==> src/cpustep_pkg.sv <==
// ----------------------------------------------------------------------------
// cpustep_pkg
// Shared types, opcodes, status codes and helpers of the 16-bit CPU step core.
// ----------------------------------------------------------------------------
package cpustep_pkg;

  localparam int MEM_WORDS_DEF = 256;
  localparam int NUM_REGS      = 4;
  localparam int FRAME_WORDS   = NUM_REGS + 2;
  localparam int STACK_TOP     = 256;

  localparam logic [4:0] OP_LD    = 5'd0;
  localparam logic [4:0] OP_ST    = 5'd1;
  localparam logic [4:0] OP_ADD   = 5'd2;
  localparam logic [4:0] OP_ADDC  = 5'd3;
  localparam logic [4:0] OP_SUB   = 5'd4;
  localparam logic [4:0] OP_SUBC  = 5'd5;
  localparam logic [4:0] OP_AND   = 5'd6;
  localparam logic [4:0] OP_XOR   = 5'd7;
  localparam logic [4:0] OP_COMPL = 5'd8;
  localparam logic [4:0] OP_SHL   = 5'd9;
  localparam logic [4:0] OP_SHLA  = 5'd10;
  localparam logic [4:0] OP_SHR   = 5'd11;
  localparam logic [4:0] OP_SHRA  = 5'd12;
  localparam logic [4:0] OP_COMP  = 5'd13;
  localparam logic [4:0] OP_GETST = 5'd14;
  localparam logic [4:0] OP_PUTST = 5'd15;
  localparam logic [4:0] OP_JUMP  = 5'd16;
  localparam logic [4:0] OP_JUMPL = 5'd17;
  localparam logic [4:0] OP_JUMPE = 5'd18;
  localparam logic [4:0] OP_JUMPG = 5'd19;
  localparam logic [4:0] OP_CALL  = 5'd20;
  localparam logic [4:0] OP_RET   = 5'd21;
  localparam logic [4:0] OP_READ  = 5'd22;
  localparam logic [4:0] OP_WRITE = 5'd23;
  localparam logic [4:0] OP_HALT  = 5'd24;
  localparam logic [4:0] OP_NOOP  = 5'd25;

  localparam logic [1:0] REQ_MEM_WR = 2'd0;
  localparam logic [1:0] REQ_START  = 2'd1;
  localparam logic [1:0] REQ_EXEC   = 2'd2;

  localparam logic [1:0] REG_BASE  = 2'd0;
  localparam logic [1:0] REG_LIMIT = 2'd1;
  localparam logic [1:0] REG_FLOOR = 2'd2;
  localparam logic [1:0] REG_SLICE = 2'd3;

  localparam logic [15:0] F_C = 16'h0001;
  localparam logic [15:0] F_G = 16'h0002;
  localparam logic [15:0] F_E = 16'h0004;
  localparam logic [15:0] F_L = 16'h0008;
  localparam logic [15:0] F_V = 16'h0010;

  localparam logic [7:0] RET_SLICE = 8'h00;
  localparam logic [7:0] RET_HALT  = 8'h20;
  localparam logic [7:0] RET_OOB   = 8'h40;
  localparam logic [7:0] RET_OVER  = 8'h60;
  localparam logic [7:0] RET_UNDER = 8'h80;
  localparam logic [7:0] RET_BAD   = 8'ha0;
  localparam logic [7:0] RET_READ  = 8'hc0;
  localparam logic [7:0] RET_WRITE = 8'he0;

  typedef enum logic [3:0] {
    ST_RUN   = 4'd0,
    ST_SLICE = 4'd1,
    ST_HALT  = 4'd2,
    ST_OOB   = 4'd3,
    ST_OVER  = 4'd4,
    ST_UNDER = 4'd5,
    ST_BAD   = 4'd6,
    ST_READ  = 4'd7,
    ST_WRITE = 4'd8
  } step_st_t;

  typedef enum logic [3:0] {
    S_IDLE,
    S_PRE,
    S_FETCH,
    S_RDA,
    S_RDB,
    S_EXEC,
    S_LOAD,
    S_PUSH,
    S_POP,
    S_DONE
  } state_t;

  typedef struct packed {
    logic        wr;
    logic [15:0] val;
    logic [15:0] sr;
  } alu_res_t;

  function automatic logic [15:0] set_ret(logic [15:0] s, logic [7:0] code);
    return (s & 16'hff1f) | {8'h00, code};
  endfunction

  function automatic logic [15:0] set_io(logic [15:0] s, logic [7:0] code,
                                         logic [1:0] rd);
    return (s & 16'hf01f) | {6'h00, rd, code};
  endfunction

endpackage

==> src/cpustep_ifs.sv <==
// ----------------------------------------------------------------------------
// cpustep channel interfaces
// Valid/ready channels carrying step requests and step results.
// ----------------------------------------------------------------------------
interface cpustep_in_if;
  logic               valid;
  logic               ready;
  logic [1:0]         req_type;
  logic [7:0]         mem_addr;
  logic [15:0]        mem_data;
  logic [8:0]         start_pc;
  logic [8:0]         start_sp;
  logic signed [15:0] read_value;

  modport source (output valid, req_type, mem_addr, mem_data, start_pc, start_sp,
                  read_value, input ready);
  modport sink   (input valid, req_type, mem_addr, mem_data, start_pc, start_sp,
                  read_value, output ready);
endinterface

interface cpustep_out_if;
  logic               valid;
  logic               ready;
  logic [3:0]         step_status;
  logic signed [15:0] out_value;
  logic [1:0]         io_register;
  logic [8:0]         pc_now;
  logic [15:0]        status_word;
  logic [31:0]        clock_now;

  modport source (output valid, step_status, out_value, io_register, pc_now,
                  status_word, clock_now, input ready);
  modport sink   (input valid, step_status, out_value, io_register, pc_now,
                  status_word, clock_now, output ready);
endinterface

==> src/cpustep_ram.sv <==
// ----------------------------------------------------------------------------
// cpustep_ram
// Generic single-write, single-read RAM with registered read data.
// ----------------------------------------------------------------------------
module cpustep_ram #(
  parameter int WIDTH = 16,
  parameter int DEPTH = 256
) (
  input  logic                     clk,
  input  logic                     we,
  input  logic [$clog2(DEPTH)-1:0] waddr,
  input  logic [WIDTH-1:0]         wdata,
  input  logic [$clog2(DEPTH)-1:0] raddr,
  output logic [WIDTH-1:0]         rdata
);

  logic [WIDTH-1:0] mem [DEPTH];

  always_ff @(posedge clk) begin
    if (we) begin
      mem[waddr] <= wdata;
    end
    rdata <= mem[raddr];
  end

endmodule

==> src/cpustep_alu.sv <==
// ----------------------------------------------------------------------------
// cpustep_alu
// Arithmetic, logic, shift, compare and status-move instructions.
// ----------------------------------------------------------------------------
module cpustep_alu (
  input  logic [4:0]             op,
  input  logic [15:0]            a,
  input  logic [15:0]            b,
  input  logic [15:0]            sr,
  output cpustep_pkg::alu_res_t  res
);

  logic [16:0] sum;
  logic [16:0] sub_t;
  logic [15:0] diff;
  logic        cin;

  assign cin   = sr[0];
  assign sum   = {1'b0, a} + {1'b0, b} + {16'h0000, (op == cpustep_pkg::OP_ADDC) & cin};
  assign sub_t = {1'b0, b} + {16'h0000, (op == cpustep_pkg::OP_SUBC) & cin};
  assign diff  = a - sub_t[15:0];

  always_comb begin
    res.wr  = 1'b1;
    res.val = a;
    res.sr  = sr;
    unique case (op)
      cpustep_pkg::OP_ADD, cpustep_pkg::OP_ADDC: begin
        res.val   = sum[15:0];
        res.sr[0] = sum[16];
        if (op == cpustep_pkg::OP_ADD) begin
          res.sr[4] = ((a ^ sum[15:0]) & (b ^ sum[15:0]) & 16'h8000) != 16'h0000;
        end
      end
      cpustep_pkg::OP_SUB, cpustep_pkg::OP_SUBC: begin
        res.val   = diff;
        res.sr[0] = {1'b0, a} < sub_t;
        if (op == cpustep_pkg::OP_SUB) begin
          res.sr[4] = ((a ^ b) & ~(b ^ diff) & 16'h8000) != 16'h0000;
        end
      end
      cpustep_pkg::OP_AND:   res.val = a & b;
      cpustep_pkg::OP_XOR:   res.val = a ^ b;
      cpustep_pkg::OP_COMPL: res.val = ~a;
      cpustep_pkg::OP_SHL: begin
        res.sr[0] = a[15];
        res.val   = {a[14:0], 1'b0};
      end
      cpustep_pkg::OP_SHLA: begin
        res.sr[0] = a[15];
        res.val   = {a[15], a[13:0], 1'b0};
      end
      cpustep_pkg::OP_SHR: begin
        res.sr[0] = a[0];
        res.val   = {1'b0, a[15:1]};
      end
      cpustep_pkg::OP_SHRA: begin
        res.sr[0] = a[0];
        res.val   = {a[15], a[15:1]};
      end
      cpustep_pkg::OP_COMP: begin
        res.wr = 1'b0;
        res.sr = sr & 16'hffe1;
        if ($signed(a) < $signed(b)) begin
          res.sr = res.sr | cpustep_pkg::F_L;
        end else if (a == b) begin
          res.sr = res.sr | cpustep_pkg::F_E;
        end else begin
          res.sr = res.sr | cpustep_pkg::F_G;
        end
      end
      cpustep_pkg::OP_GETST: res.val = sr;
      cpustep_pkg::OP_PUTST: begin
        res.wr = 1'b0;
        res.sr = a;
      end
      default: res.wr = 1'b0;
    endcase
  end

endmodule

==> src/sixteen_bit_four_register_cpu_step_core.sv <==
// ----------------------------------------------------------------------------
// sixteen_bit_four_register_cpu_step_core
// Sixteen-bit four-register machine stepped one instruction per transaction.
// ----------------------------------------------------------------------------
// Requests arrive on in_ch (valid/ready). A memory-write or slice-start
// transaction returns nothing and leaves the core idle. An execute
// transaction runs at most one instruction and returns one result on
// out_ch. The user must write the configuration registers over the APB
// port (base, limit, floor, slice at byte offsets 0, 4, 8, 12) only while
// the core is idle; the core itself does not enforce this.
// An execute transaction goes from idle to a pre-check state and from there
// straight to done when the slice is already over or pc is at or past base
// plus limit; otherwise through fetch, two register-file reads and exec,
// then a load state for a load from memory or push or pop states for a call
// or a return (the single word-memory port moves one frame word per cycle).
// One transaction is in flight at a time; in_ch.ready is high while idle.
// A result waits in the output register; the next request is accepted
// meanwhile and stalls only at its own result while out_ch.ready is low.
// Reset clears registers, pc, status and clock and sets sp to 256; word
// memory is undefined until written.
// ----------------------------------------------------------------------------
module sixteen_bit_four_register_cpu_step_core #(
  parameter int MEM_WORDS = cpustep_pkg::MEM_WORDS_DEF
) (
  input  logic                 clk,
  input  logic                 rst_n,
  cpustep_in_if.sink           in_ch,
  cpustep_out_if.source        out_ch,
  input  logic                 psel,
  input  logic                 penable,
  input  logic                 pwrite,
  input  logic [3:0]           paddr,
  input  logic [31:0]          pwdata,
  output logic [31:0]          prdata,
  output logic                 pready
);

  localparam int AW = $clog2(MEM_WORDS);

  function automatic logic [AW-1:0] widx(logic [9:0] v);
    logic [AW+9:0] e;
    e = {{AW{1'b0}}, v};
    return e[AW-1:0];
  endfunction

  cpustep_pkg::state_t   state_r, state_nxt;
  cpustep_pkg::step_st_t st_r, st_nxt, fin_st;

  logic [7:0]  base_r;
  logic [8:0]  limit_r, floor_r;
  logic [31:0] slice_r;

  logic [15:0] ir_r, ir_nxt, a_r, a_nxt, b_r, b_nxt;
  logic [9:0]  pc_r, pc_nxt;
  logic [8:0]  sp_r, sp_nxt;
  logic [15:0] sr_r, sr_nxt, fin_sr;
  logic [31:0] tick_r, tick_nxt, dl_r, dl_nxt;
  logic [2:0]  cnt_r, cnt_nxt;
  logic        chk_r, chk_nxt;
  logic [15:0] io_out_r, io_out_nxt;
  logic [1:0]  io_reg_r, io_reg_nxt;
  logic [15:0] rv_r;

  logic        ov_r;
  logic [3:0]  o_st_r;
  logic [15:0] o_val_r, o_sr_r;
  logic [1:0]  o_reg_r;
  logic [8:0]  o_pc_r;
  logic [31:0] o_clk_r;

  logic          mem_we;
  logic [AW-1:0] mem_waddr, mem_raddr;
  logic [15:0]   mem_wdata, mem_rdata;

  logic        rf_we;
  logic [1:0]  rf_waddr, rf_raddr;
  logic [15:0] rf_wdata, rf_rdata, rf_q;
  logic [3:0]  rf_vld_r;
  logic        rf_rvld_r;

  logic        accept, cfg_wr, out_free;
  logic [4:0]  op;
  logic [1:0]  rd, rs;
  logic        imm;
  logic [7:0]  addr;
  logic [15:0] k;
  logic [9:0]  tgt;
  logic        oob, sp_low, sp_high, stop_now;

  cpustep_pkg::alu_res_t alu;

  cpustep_ram #(.WIDTH(16), .DEPTH(MEM_WORDS)) u_mem (
    .clk   (clk),
    .we    (mem_we),
    .waddr (mem_waddr),
    .wdata (mem_wdata),
    .raddr (mem_raddr),
    .rdata (mem_rdata)
  );

  cpustep_ram #(.WIDTH(16), .DEPTH(cpustep_pkg::NUM_REGS)) u_rf (
    .clk   (clk),
    .we    (rf_we),
    .waddr (rf_waddr),
    .wdata (rf_wdata),
    .raddr (rf_raddr),
    .rdata (rf_rdata)
  );

  cpustep_alu u_alu (
    .op  (op),
    .a   (a_r),
    .b   (b_r),
    .sr  (sr_r),
    .res (alu)
  );

  assign accept   = in_ch.valid && in_ch.ready;
  assign cfg_wr   = psel && penable && pwrite && pready;
  assign out_free = !ov_r || out_ch.ready;
  assign pready   = 1'b1;

  assign op   = ir_r[15:11];
  assign rd   = ir_r[10:9];
  assign imm  = ir_r[8];
  assign rs   = ir_r[7:6];
  assign addr = ir_r[7:0];
  assign k    = {{8{addr[7]}}, addr};
  assign tgt  = {2'b00, addr} + {2'b00, base_r};
  assign oob  = {1'b0, addr} >= limit_r;
  assign sp_low  = {1'b0, sp_r} < ({1'b0, floor_r} + 10'(cpustep_pkg::FRAME_WORDS));
  assign sp_high = sp_r > 9'(cpustep_pkg::STACK_TOP - cpustep_pkg::FRAME_WORDS);
  assign rf_q = rf_rvld_r ? rf_rdata : 16'h0000;

  assign stop_now = (pc_r >= ({2'b00, base_r} + {1'b0, limit_r})) || (tick_r >= dl_r);

  always_comb begin
    unique case (paddr[3:2])
      cpustep_pkg::REG_BASE:  prdata = {24'h0, base_r};
      cpustep_pkg::REG_LIMIT: prdata = {23'h0, limit_r};
      cpustep_pkg::REG_FLOOR: prdata = {23'h0, floor_r};
      cpustep_pkg::REG_SLICE: prdata = slice_r;
      default:                prdata = 32'h0;
    endcase
  end

  always_comb begin
    fin_sr = sr_r;
    fin_st = st_r;
    if (chk_r) begin
      if (pc_r >= ({2'b00, base_r} + {1'b0, limit_r})) begin
        fin_sr = cpustep_pkg::set_ret(sr_r, cpustep_pkg::RET_OOB);
        fin_st = cpustep_pkg::ST_OOB;
      end else if (tick_r >= dl_r) begin
        fin_sr = cpustep_pkg::set_ret(sr_r, cpustep_pkg::RET_SLICE);
        fin_st = cpustep_pkg::ST_SLICE;
      end else begin
        fin_st = cpustep_pkg::ST_RUN;
      end
    end
  end

  always_comb begin
    state_nxt = state_r;
    unique case (state_r)
      cpustep_pkg::S_IDLE:
        if (accept && in_ch.req_type == cpustep_pkg::REQ_EXEC) begin
          state_nxt = cpustep_pkg::S_PRE;
        end
      cpustep_pkg::S_PRE:   state_nxt = stop_now ? cpustep_pkg::S_DONE : cpustep_pkg::S_FETCH;
      cpustep_pkg::S_FETCH: state_nxt = cpustep_pkg::S_RDA;
      cpustep_pkg::S_RDA:   state_nxt = cpustep_pkg::S_RDB;
      cpustep_pkg::S_RDB:   state_nxt = cpustep_pkg::S_EXEC;
      cpustep_pkg::S_EXEC: begin
        state_nxt = cpustep_pkg::S_DONE;
        if (op == cpustep_pkg::OP_LD && !imm && !oob) begin
          state_nxt = cpustep_pkg::S_LOAD;
        end else if (op == cpustep_pkg::OP_CALL && !oob && !sp_low) begin
          state_nxt = cpustep_pkg::S_PUSH;
        end else if (op == cpustep_pkg::OP_RET && !sp_high) begin
          state_nxt = cpustep_pkg::S_POP;
        end
      end
      cpustep_pkg::S_LOAD:  state_nxt = cpustep_pkg::S_DONE;
      cpustep_pkg::S_PUSH:  if (cnt_r == 3'd4) state_nxt = cpustep_pkg::S_DONE;
      cpustep_pkg::S_POP:   if (cnt_r == 3'd5) state_nxt = cpustep_pkg::S_DONE;
      cpustep_pkg::S_DONE:  if (out_free) state_nxt = cpustep_pkg::S_IDLE;
      default:              state_nxt = cpustep_pkg::S_IDLE;
    endcase
  end

  always_comb begin
    ir_nxt     = ir_r;
    a_nxt      = a_r;
    b_nxt      = b_r;
    pc_nxt     = pc_r;
    sp_nxt     = sp_r;
    sr_nxt     = sr_r;
    tick_nxt   = tick_r;
    dl_nxt     = dl_r;
    cnt_nxt    = cnt_r;
    chk_nxt    = chk_r;
    st_nxt     = st_r;
    io_out_nxt = io_out_r;
    io_reg_nxt = io_reg_r;
    mem_we     = 1'b0;
    mem_waddr  = widx(pc_r);
    mem_wdata  = a_r;
    mem_raddr  = widx(pc_r);
    rf_we      = 1'b0;
    rf_waddr   = rd;
    rf_wdata   = alu.val;
    rf_raddr   = rd;

    unique case (state_r)
      cpustep_pkg::S_IDLE: begin
        if (accept) begin
          unique case (in_ch.req_type)
            cpustep_pkg::REQ_MEM_WR: begin
              mem_we    = 1'b1;
              mem_waddr = widx({2'b00, in_ch.mem_addr});
              mem_wdata = in_ch.mem_data;
            end
            cpustep_pkg::REQ_START: begin
              pc_nxt = {1'b0, in_ch.start_pc};
              sp_nxt = in_ch.start_sp;
              dl_nxt = tick_r + slice_r;
            end
            cpustep_pkg::REQ_EXEC: begin
              io_out_nxt = 16'h0000;
              io_reg_nxt = 2'b00;
              chk_nxt    = 1'b1;
            end
            default: ;
          endcase
        end
      end
      cpustep_pkg::S_PRE: mem_raddr = widx(pc_r);
      cpustep_pkg::S_FETCH: begin
        ir_nxt   = mem_rdata;
        pc_nxt   = {1'b0, pc_r[8:0] + 9'd1};
        tick_nxt = tick_r + 32'd1;
        rf_raddr = mem_rdata[10:9];
      end
      cpustep_pkg::S_RDA: begin
        a_nxt    = rf_q;
        rf_raddr = rs;
      end
      cpustep_pkg::S_RDB: b_nxt = imm ? k : rf_q;
      cpustep_pkg::S_EXEC: begin
        chk_nxt = 1'b1;
        priority if (op == cpustep_pkg::OP_LD) begin
          if (imm) begin
            rf_we    = 1'b1;
            rf_wdata = k;
          end else if (oob) begin
            sr_nxt  = cpustep_pkg::set_ret(sr_r, cpustep_pkg::RET_OOB);
            st_nxt  = cpustep_pkg::ST_OOB;
            chk_nxt = 1'b0;
          end else begin
            mem_raddr = widx(tgt);
          end
        end else if (op == cpustep_pkg::OP_ST) begin
          if (oob) begin
            sr_nxt  = cpustep_pkg::set_ret(sr_r, cpustep_pkg::RET_OOB);
            st_nxt  = cpustep_pkg::ST_OOB;
            chk_nxt = 1'b0;
          end else begin
            mem_we    = 1'b1;
            mem_waddr = widx(tgt);
            mem_wdata = a_r;
            tick_nxt  = tick_r + 32'd3;
          end
        end else if (op <= cpustep_pkg::OP_PUTST) begin
          rf_we    = alu.wr;
          rf_wdata = alu.val;
          sr_nxt   = alu.sr;
        end else if (op <= cpustep_pkg::OP_JUMPG) begin
          if (op == cpustep_pkg::OP_JUMP
              || (op == cpustep_pkg::OP_JUMPL && sr_r[3])
              || (op == cpustep_pkg::OP_JUMPE && sr_r[2])
              || (op == cpustep_pkg::OP_JUMPG && sr_r[1])) begin
            pc_nxt = tgt;
          end
          if (oob) begin
            sr_nxt  = cpustep_pkg::set_ret(sr_r, cpustep_pkg::RET_OOB);
            st_nxt  = cpustep_pkg::ST_OOB;
            chk_nxt = 1'b0;
          end
        end else if (op == cpustep_pkg::OP_CALL) begin
          if (oob) begin
            sr_nxt  = cpustep_pkg::set_ret(sr_r, cpustep_pkg::RET_OOB);
            st_nxt  = cpustep_pkg::ST_OOB;
            chk_nxt = 1'b0;
          end else if (sp_low) begin
            sr_nxt  = cpustep_pkg::set_ret(sr_r, cpustep_pkg::RET_OVER);
            st_nxt  = cpustep_pkg::ST_OVER;
            chk_nxt = 1'b0;
          end else begin
            mem_we    = 1'b1;
            mem_waddr = widx({1'b0, sp_r - 9'd1});
            mem_wdata = {6'h00, pc_r};
            sp_nxt    = sp_r - 9'd1;
            rf_raddr  = 2'd0;
            cnt_nxt   = 3'd0;
          end
        end else if (op == cpustep_pkg::OP_RET) begin
          if (sp_high) begin
            sr_nxt  = cpustep_pkg::set_ret(sr_r, cpustep_pkg::RET_UNDER);
            st_nxt  = cpustep_pkg::ST_UNDER;
            chk_nxt = 1'b0;
          end else begin
            mem_raddr = widx({1'b0, sp_r});
            sp_nxt    = sp_r + 9'd1;
            cnt_nxt   = 3'd0;
          end
        end else if (op == cpustep_pkg::OP_READ) begin
          rf_we      = 1'b1;
          rf_wdata   = rv_r;
          sr_nxt     = cpustep_pkg::set_io(sr_r, cpustep_pkg::RET_READ, rd);
          io_reg_nxt = rd;
          st_nxt     = cpustep_pkg::ST_READ;
          chk_nxt    = 1'b0;
        end else if (op == cpustep_pkg::OP_WRITE) begin
          io_out_nxt = a_r;
          sr_nxt     = cpustep_pkg::set_io(sr_r, cpustep_pkg::RET_WRITE, rd);
          io_reg_nxt = rd;
          st_nxt     = cpustep_pkg::ST_WRITE;
          chk_nxt    = 1'b0;
        end else if (op == cpustep_pkg::OP_HALT) begin
          sr_nxt  = cpustep_pkg::set_ret(sr_r, cpustep_pkg::RET_HALT);
          st_nxt  = cpustep_pkg::ST_HALT;
          chk_nxt = 1'b0;
        end else if (op == cpustep_pkg::OP_NOOP) begin
          chk_nxt = 1'b1;
        end else begin
          sr_nxt  = cpustep_pkg::set_ret(sr_r, cpustep_pkg::RET_BAD);
          st_nxt  = cpustep_pkg::ST_BAD;
          chk_nxt = 1'b0;
        end
      end
      cpustep_pkg::S_LOAD: begin
        rf_we    = 1'b1;
        rf_wdata = mem_rdata;
        tick_nxt = tick_r + 32'd3;
      end
      cpustep_pkg::S_PUSH: begin
        mem_we    = 1'b1;
        mem_waddr = widx({1'b0, sp_r - 9'd1});
        sp_nxt    = sp_r - 9'd1;
        cnt_nxt   = cnt_r + 3'd1;
        rf_raddr  = cnt_nxt[1:0];
        if (cnt_r == 3'd4) begin
          mem_wdata = sr_r;
          pc_nxt    = tgt;
          tick_nxt  = tick_r + 32'd3;
        end else begin
          mem_wdata = rf_q;
        end
      end
      cpustep_pkg::S_POP: begin
        cnt_nxt   = cnt_r + 3'd1;
        mem_raddr = widx({1'b0, sp_r});
        if (cnt_r == 3'd0) begin
          sr_nxt = mem_rdata;
          sp_nxt = sp_r + 9'd1;
        end else if (cnt_r == 3'd5) begin
          pc_nxt   = {1'b0, mem_rdata[8:0]};
          tick_nxt = tick_r + 32'd3;
        end else begin
          rf_we    = 1'b1;
          rf_waddr = 2'(3'd4 - cnt_r);
          rf_wdata = mem_rdata;
          sp_nxt   = sp_r + 9'd1;
        end
      end
      cpustep_pkg::S_DONE: begin
        if (out_free) begin
          sr_nxt = fin_sr;
        end
      end
      default: ;
    endcase
  end

  always_ff @(posedge clk) begin
    if (!rst_n) begin
      state_r   <= cpustep_pkg::S_IDLE;
      base_r    <= 8'd0;
      limit_r   <= 9'd256;
      floor_r   <= 9'd0;
      slice_r   <= 32'd15;
      pc_r      <= 10'd0;
      sp_r      <= 9'(cpustep_pkg::STACK_TOP);
      sr_r      <= 16'h0000;
      tick_r    <= 32'd0;
      dl_r      <= 32'd0;
      cnt_r     <= 3'd0;
      chk_r     <= 1'b0;
      st_r      <= cpustep_pkg::ST_RUN;
      rf_vld_r  <= 4'h0;
      rf_rvld_r <= 1'b0;
      ov_r      <= 1'b0;
    end else begin
      state_r   <= state_nxt;
      pc_r      <= pc_nxt;
      sp_r      <= sp_nxt;
      sr_r      <= sr_nxt;
      tick_r    <= tick_nxt;
      dl_r      <= dl_nxt;
      cnt_r     <= cnt_nxt;
      chk_r     <= chk_nxt;
      st_r      <= st_nxt;
      rf_rvld_r <= rf_vld_r[rf_raddr];
      if (rf_we) begin
        rf_vld_r[rf_waddr] <= 1'b1;
      end
      if (cfg_wr) begin
        unique case (paddr[3:2])
          cpustep_pkg::REG_BASE:  base_r  <= pwdata[7:0];
          cpustep_pkg::REG_LIMIT: limit_r <= pwdata[8:0];
          cpustep_pkg::REG_FLOOR: floor_r <= pwdata[8:0];
          cpustep_pkg::REG_SLICE: slice_r <= pwdata;
          default: ;
        endcase
      end
      if (state_r == cpustep_pkg::S_DONE && out_free) begin
        ov_r <= 1'b1;
      end else if (out_ch.ready) begin
        ov_r <= 1'b0;
      end
    end
  end

  always_ff @(posedge clk) begin
    ir_r     <= ir_nxt;
    a_r      <= a_nxt;
    b_r      <= b_nxt;
    io_out_r <= io_out_nxt;
    io_reg_r <= io_reg_nxt;
    if (accept) begin
      rv_r <= in_ch.read_value;
    end
    if (state_r == cpustep_pkg::S_DONE && out_free) begin
      o_st_r  <= fin_st;
      o_val_r <= io_out_r;
      o_reg_r <= io_reg_r;
      o_pc_r  <= pc_r[8:0];
      o_sr_r  <= fin_sr;
      o_clk_r <= tick_r;
    end
  end

  assign in_ch.ready        = (state_r == cpustep_pkg::S_IDLE);
  assign out_ch.valid       = ov_r;
  assign out_ch.step_status = o_st_r;
  assign out_ch.out_value   = o_val_r;
  assign out_ch.io_register = o_reg_r;
  assign out_ch.pc_now      = o_pc_r;
  assign out_ch.status_word = o_sr_r;
  assign out_ch.clock_now   = o_clk_r;

endmodule

==> src/flat_wrapper.sv <==
// flat-port wrapper written by rule: the top's interface ports become plain ports
module sixteen_bit_four_register_cpu_step_core_flat 
#(
  parameter int MEM_WORDS = cpustep_pkg::MEM_WORDS_DEF
)
  (clk, rst_n, psel, penable, pwrite, paddr, pwdata, prdata, pready, in_ch_valid, in_ch_req_type, in_ch_mem_addr, in_ch_mem_data, in_ch_start_pc, in_ch_start_sp, in_ch_read_value, in_ch_ready, out_ch_valid, out_ch_step_status, out_ch_out_value, out_ch_io_register, out_ch_pc_now, out_ch_status_word, out_ch_clock_now, out_ch_ready);
  cpustep_in_if in_ch_i ();
  cpustep_out_if out_ch_i ();
  input  logic clk;
  input  logic rst_n;
  input  logic psel;
  input  logic penable;
  input  logic pwrite;
  input  logic [3:0] paddr;
  input  logic [31:0] pwdata;
  output logic [31:0] prdata;
  output logic pready;
  input wire logic [$bits(in_ch_i.valid)-1:0] in_ch_valid;
  input wire logic [$bits(in_ch_i.req_type)-1:0] in_ch_req_type;
  input wire logic [$bits(in_ch_i.mem_addr)-1:0] in_ch_mem_addr;
  input wire logic [$bits(in_ch_i.mem_data)-1:0] in_ch_mem_data;
  input wire logic [$bits(in_ch_i.start_pc)-1:0] in_ch_start_pc;
  input wire logic [$bits(in_ch_i.start_sp)-1:0] in_ch_start_sp;
  input wire logic [$bits(in_ch_i.read_value)-1:0] in_ch_read_value;
  output wire logic [$bits(in_ch_i.ready)-1:0] in_ch_ready;
  output wire logic [$bits(out_ch_i.valid)-1:0] out_ch_valid;
  output wire logic [$bits(out_ch_i.step_status)-1:0] out_ch_step_status;
  output wire logic [$bits(out_ch_i.out_value)-1:0] out_ch_out_value;
  output wire logic [$bits(out_ch_i.io_register)-1:0] out_ch_io_register;
  output wire logic [$bits(out_ch_i.pc_now)-1:0] out_ch_pc_now;
  output wire logic [$bits(out_ch_i.status_word)-1:0] out_ch_status_word;
  output wire logic [$bits(out_ch_i.clock_now)-1:0] out_ch_clock_now;
  input wire logic [$bits(out_ch_i.ready)-1:0] out_ch_ready;
  assign in_ch_i.valid = in_ch_valid;
  assign in_ch_i.req_type = in_ch_req_type;
  assign in_ch_i.mem_addr = in_ch_mem_addr;
  assign in_ch_i.mem_data = in_ch_mem_data;
  assign in_ch_i.start_pc = in_ch_start_pc;
  assign in_ch_i.start_sp = in_ch_start_sp;
  assign in_ch_i.read_value = in_ch_read_value;
  assign in_ch_ready = in_ch_i.ready;
  assign out_ch_valid = out_ch_i.valid;
  assign out_ch_step_status = out_ch_i.step_status;
  assign out_ch_out_value = out_ch_i.out_value;
  assign out_ch_io_register = out_ch_i.io_register;
  assign out_ch_pc_now = out_ch_i.pc_now;
  assign out_ch_status_word = out_ch_i.status_word;
  assign out_ch_clock_now = out_ch_i.clock_now;
  assign out_ch_i.ready = out_ch_ready;
  sixteen_bit_four_register_cpu_step_core #(.MEM_WORDS(MEM_WORDS)) u_core (.clk(clk), .rst_n(rst_n), .in_ch(in_ch_i), .out_ch(out_ch_i), .psel(psel), .penable(penable), .pwrite(pwrite), .paddr(paddr), .pwdata(pwdata), .prdata(prdata), .pready(pready));
endmodule
==> config.mk <==
export PLATFORM = sky130hd
export DESIGN_NAME = sixteen_bit_four_register_cpu_step_core_flat
export DESIGN_NICKNAME = d
export VERILOG_FILES = /design/src/cpustep_pkg.sv /design/src/cpustep_ifs.sv /design/src/cpustep_ram.sv /design/src/cpustep_alu.sv /design/src/sixteen_bit_four_register_cpu_step_core.sv /design/src/flat_wrapper.sv
export SDC_FILE = /design/constraint.sdc
export NUM_CORES = 2
export LEC_CHECK = 0
export BUFFER_PORTS_ARGS = -buffer_cell sky130_fd_sc_hd__buf_2
export CORE_UTILIZATION = 45
export DETAILED_ROUTE_END_ITERATION = 8
export PLACE_DENSITY_LB_ADDON = 0.08
export SETUP_SLACK_MARGIN = 0.15
export SYNTH_ARGS = -nofsm -noshare
export SYNTH_HDL_FRONTEND = slang
export SYNTH_HIERARCHICAL = 1
export SYNTH_MEMORY_MAX_BITS = 65536
export SYNTH_SLANG_ARGS = --single-unit
==> constraint.sdc <==
create_clock -name clk -period 11.9 [get_ports clk]
set_input_delay 1.19 -clock clk [delete_from_list [all_inputs] [get_ports clk]]
set_output_delay 1.19 -clock clk [all_outputs]
set_load 0.01 [all_outputs]
==> summary.md <==
| Metric | Value |
|---|---|
| Status | `complete, no violations` |
| Worst Hold Class | `in -> reg` |
| Final-stage net count | `10910` |
| Router iterations before antenna repair | `8` |
| EDFF count, synth | `~4300` |
| Num rows | `around 230` |
| Area of the multi-input gates | `about 47000 um^2` |
| Final hold vios | `0` |
| Initial antenna violation count | `37` |
| Xor/xnor share of the synthesized area | `less than 1%` |
| Clock latency reported for the late side of the worst-skew pair | `1010 ps` |
| FF+latch area | `about 130000 um^2` |
| Slew HR | `approximately 4%` |
| Switching Fraction | `32.27%` |
| # Post-CTS Setup Buffers | `0` |
| DR WL/cell | `around 32 um` |
| Internal power | `roughly 31 mW` |
| Die outline area | `412200 um^2` |
| WP data arrival | `between 8000 and 9000 ps` |
| Top FF cell, synth | `edfxtp_1` |
| CTS tree | `built` |
| Average via count per standard cell | `approximately 6.1` |
| First-pass GRT wire length | `roughly 750000 um` |
| Sequential Power Share | `between 40% and 50%` |
| Hold buffer count at cts | `0` |
| Crit path launch type | `flop` |
| CTS H-tree lvls | `5` |
| RSZ-0062 raised after global routing | `no` |
| Fin crit period | `~7600 ps` |
| Combinational power share | `28.0%` |
| Number of port buffers | `between 200 and 250` |
| Largest buffer count on any clock path | `4` |
| DRT iter0 DRCs | `roughly 11000` |
| Fmax | `131.5 MHz` |
| P&R area growth vs syn | `12.84%` |
| Post-synthesis sequential area ratio | `just over 70%` |
| FF+latch count, synth | `4527` |
| Clock Skew | `between 50 and 60 ps` |
| Largest net degree at the start of global routing | `approximately 220` |
| Starting Density | `a little under half` |
| DRC violations left | `0` |
| Final setup margin | `~4300 ps` |
| Core Footprint | `407000 um^2` |
| Layout cells sized above 1 | `between 20% and 30%` |
| Pwr Density | `222.7 nW/um^2` |
| Vias | `around 100k` |
| Area share of the largest cell type after synthesis | `a little over two thirds` |
| Max_cap viols | `0` |
| Post-DRT Antenna Nets | `0` |
| Pre-CTS WS | `4264 ps` |
| Syn. warnings | `6` |
| Setup Viol. Count Final | `0` |
| Period utilization | `roughly 64%` |
| IO Count | `around 220` |
| Total Wirelength | `around 530000 um` |
| HPWL Detailed | `between 300000 and 400000 um` |
| CTS Buf Count | `around 470` |
| Placer Congestion | `between 0.8 and 0.9` |
| Distinct cells, synth | `~100` |
| Synth Net Count | `about 10000` |
| CP Max Fanout | `71` |
| Largest family of logic cells by synthesized area | `multiplexers` |
| # resized after CTS | `0` |
| Total track usage | `25.47%` |
| Simple-gate area share of the yosys netlist | `under 10%` |
| Clock sink count | `around 4500` |
| Post-synthesis compound-gate area fraction | `5.862%` |
| Post-synthesis cell area | `184300 um^2` |
| Root buffer cell | `clkbuf_16` |
| Top post-synthesis cells by area | `edfxtp_1 70%, mux4_2 10%, mux2i_1 3.3%` |
| Placed cell count | `15600` |
| Crit end category | `flop` |
| Final-layout fill cell count | `32960` |
| Clock network fraction of total power | `a little under a third` |
| Avg Cell Area, Syn | `roughly 18 um^2` |
| Clock transition at path regs | `70 ps` |
| Hold Worst Slack | `between 300 and 400 ps` |
| Remaining global-route overflow | `0` |
| Switching power | `between 10 and 15 mW` |
| Worst EP required | `between 10000 and 15000 ps` |
| Die Y | `642.1 um` |
| Post-synth ARST share | `0%` |
| Least-Margin Pin Slew | `between 1000 and 1500 ps` |
| Adder-Cell Fraction of Synth Area | `under 10%` |
| Leakage power | `about 66 nW` |
| Critical path class | `reg -> reg` |
| Non-Filler Instances | `approximately 16000` |
| Syn Inst Count | `between 10000 and 15000` |
| Die W | `roughly 640 um` |
| Multiplexer area fraction after synthesis | `~14%` |
| TNS Setup | `0 ps` |
| Worst VDD drop | `0.3433 mV` |
| Final Max Slew Viols | `0` |
| Vias in the first global route | `approximately 100k` |
| Largest area contributor in the netlist | `edfxtp_1` |
==> flip-flops by register name, summed over array words and instances, names as in the netlist, 32 cells and up <==
register / count
u_core/tick_r: 32
u_core/slice_r: 32
u_core/out_ch.clock_now: 32
u_core/dl_r: 32
u_core/u_rf/mem: 64
u_core/u_mem/mem: 4096
==> power by group through the flow <==
stage	logic [mW]	registers (mW)	clock network, mW
global placement	12.9	19.5	0
detailed placement	13.0	19.5	0
global route	13.7	19.2	15.0
finish	13.0	19.2	14.2
floorplan	8.40	19.6	0
CTS	13.1	19.1	14.5
==> metrics by stage <==
stage	utilization (%)	area, um^2	power [mW]
3_5_place_dp	47.47	193200	32.53
3_3_place_gp	47.47	193200	32.37
4_1_cts	51.10	208000	46.68
6_report	51.11	208000	46.32
5_1_grt	51.11	208000	47.85
2_1_floorplan	-	184300	28.00
==> final cells by class <==
class,instances,share of cell area (%)
tap,5428,3.265
antenna,19,0.02286
inverter,140,0.2598
timing repair buffer,654,2.290
clock inverter,252,1.066
multi-input combinational,4850,22.69
clock buffer,603,6.042
sequential,4527,64.36
==> worst max-delay path, cell delays in order (launching register included) <==
cell      delay [ps]
edfxtp_1         550
ha_1             360
a21o_1           180
a211oi_1         340
o21ai_1          220
nand2_1          690
mux2i_1          460
a21oi_1          160
o21ai_0          340
nand2_4          410
buf_4            440
or2_4            480
buf_12           270
o221ai_1         570
a21oi_1          140
o31ai_1         1040
o32ai_1          180
buf_4            250
nor4_2           250
==> Yosys cell counts, drive strengths merged, types with 11 or more instances <==
cell,instances
a2111oi,11
a211oi,65
a21o,46
a21oi,412
a221o,12
a221oi,75
a222oi,11
a22o,35
a22oi,81
a31oi,31
and2,44
and3,60
buf,250
clkbuf,343
dfxtp,206
edfxtp,4321
ha,163
inv,137
mux2,107
mux2i,607
mux4,821
nand2,378
nand2b,32
nand3,104
nand4,41
nor2,519
nor2b,34
nor3,140
nor4,33
o211ai,29
o21a,14
o21ai,197
o21bai,12
o221ai,275
o22ai,161
o31ai,27
o32ai,22
or3,24
xnor2,79
xor2,37
==> path summary, 6_finish.rpt <==
path | slack, ps | startpoint | endpoint | depth (start not counted)
setup / recovery | 4300 | u_core/ir_r[5]$_DFFE_PP_ | u_core/u_mem/rdata[8]$_DFF_P_ | 18
hold / removal | 360 | in_ch_read_value[7] | u_core/rv_r[7]$_DFFE_PP_ | 1
setup reg to reg | 4300 | u_core/ir_r[5]$_DFFE_PP_ | u_core/u_mem/rdata[8]$_DFF_P_ | 18
hold reg to reg | 420 | u_core/io_out_r[12]$_SDFFCE_PN0P_ | u_core/out_ch.out_value[12]$_DFFE_PP_ | 0
==> cells in the final DEF (no fill, tap or decap), types with 213 or more instances in the layout <==
cell / instances
buf_2: 213
mux4_2: 815
buf_4: 410
nor2_1: 424
o221ai_1: 271
nand2_1: 364
mux2i_1: 607
a21oi_1: 407
clkbuf_16: 473
edfxtp_1: 4321
==> logic make-up after synthesis <==
family                     count (synthesis)
DFF                                     4527
other                                      1
adders and majority gates                171
xor gates and xnor gates                 116
and+or+nand+nor                         1459
muxes                                   1535
AOI/OAI and AO/OA                       1568
buffers and inverters                    733
==> routing by layer <==
layer	vias to the layer above	share of wire [%]	global-route usage (%)	wire length, um
li1	42560	-	-	-
met1	53890	43	36.64	227700
met2	4068	47	40.87	252700
met3	744	7.3	3.820	38840
met4	10	2.8	6.633	14720
met5	-	0.011	0	57
(Power assumes the default switching activity.)
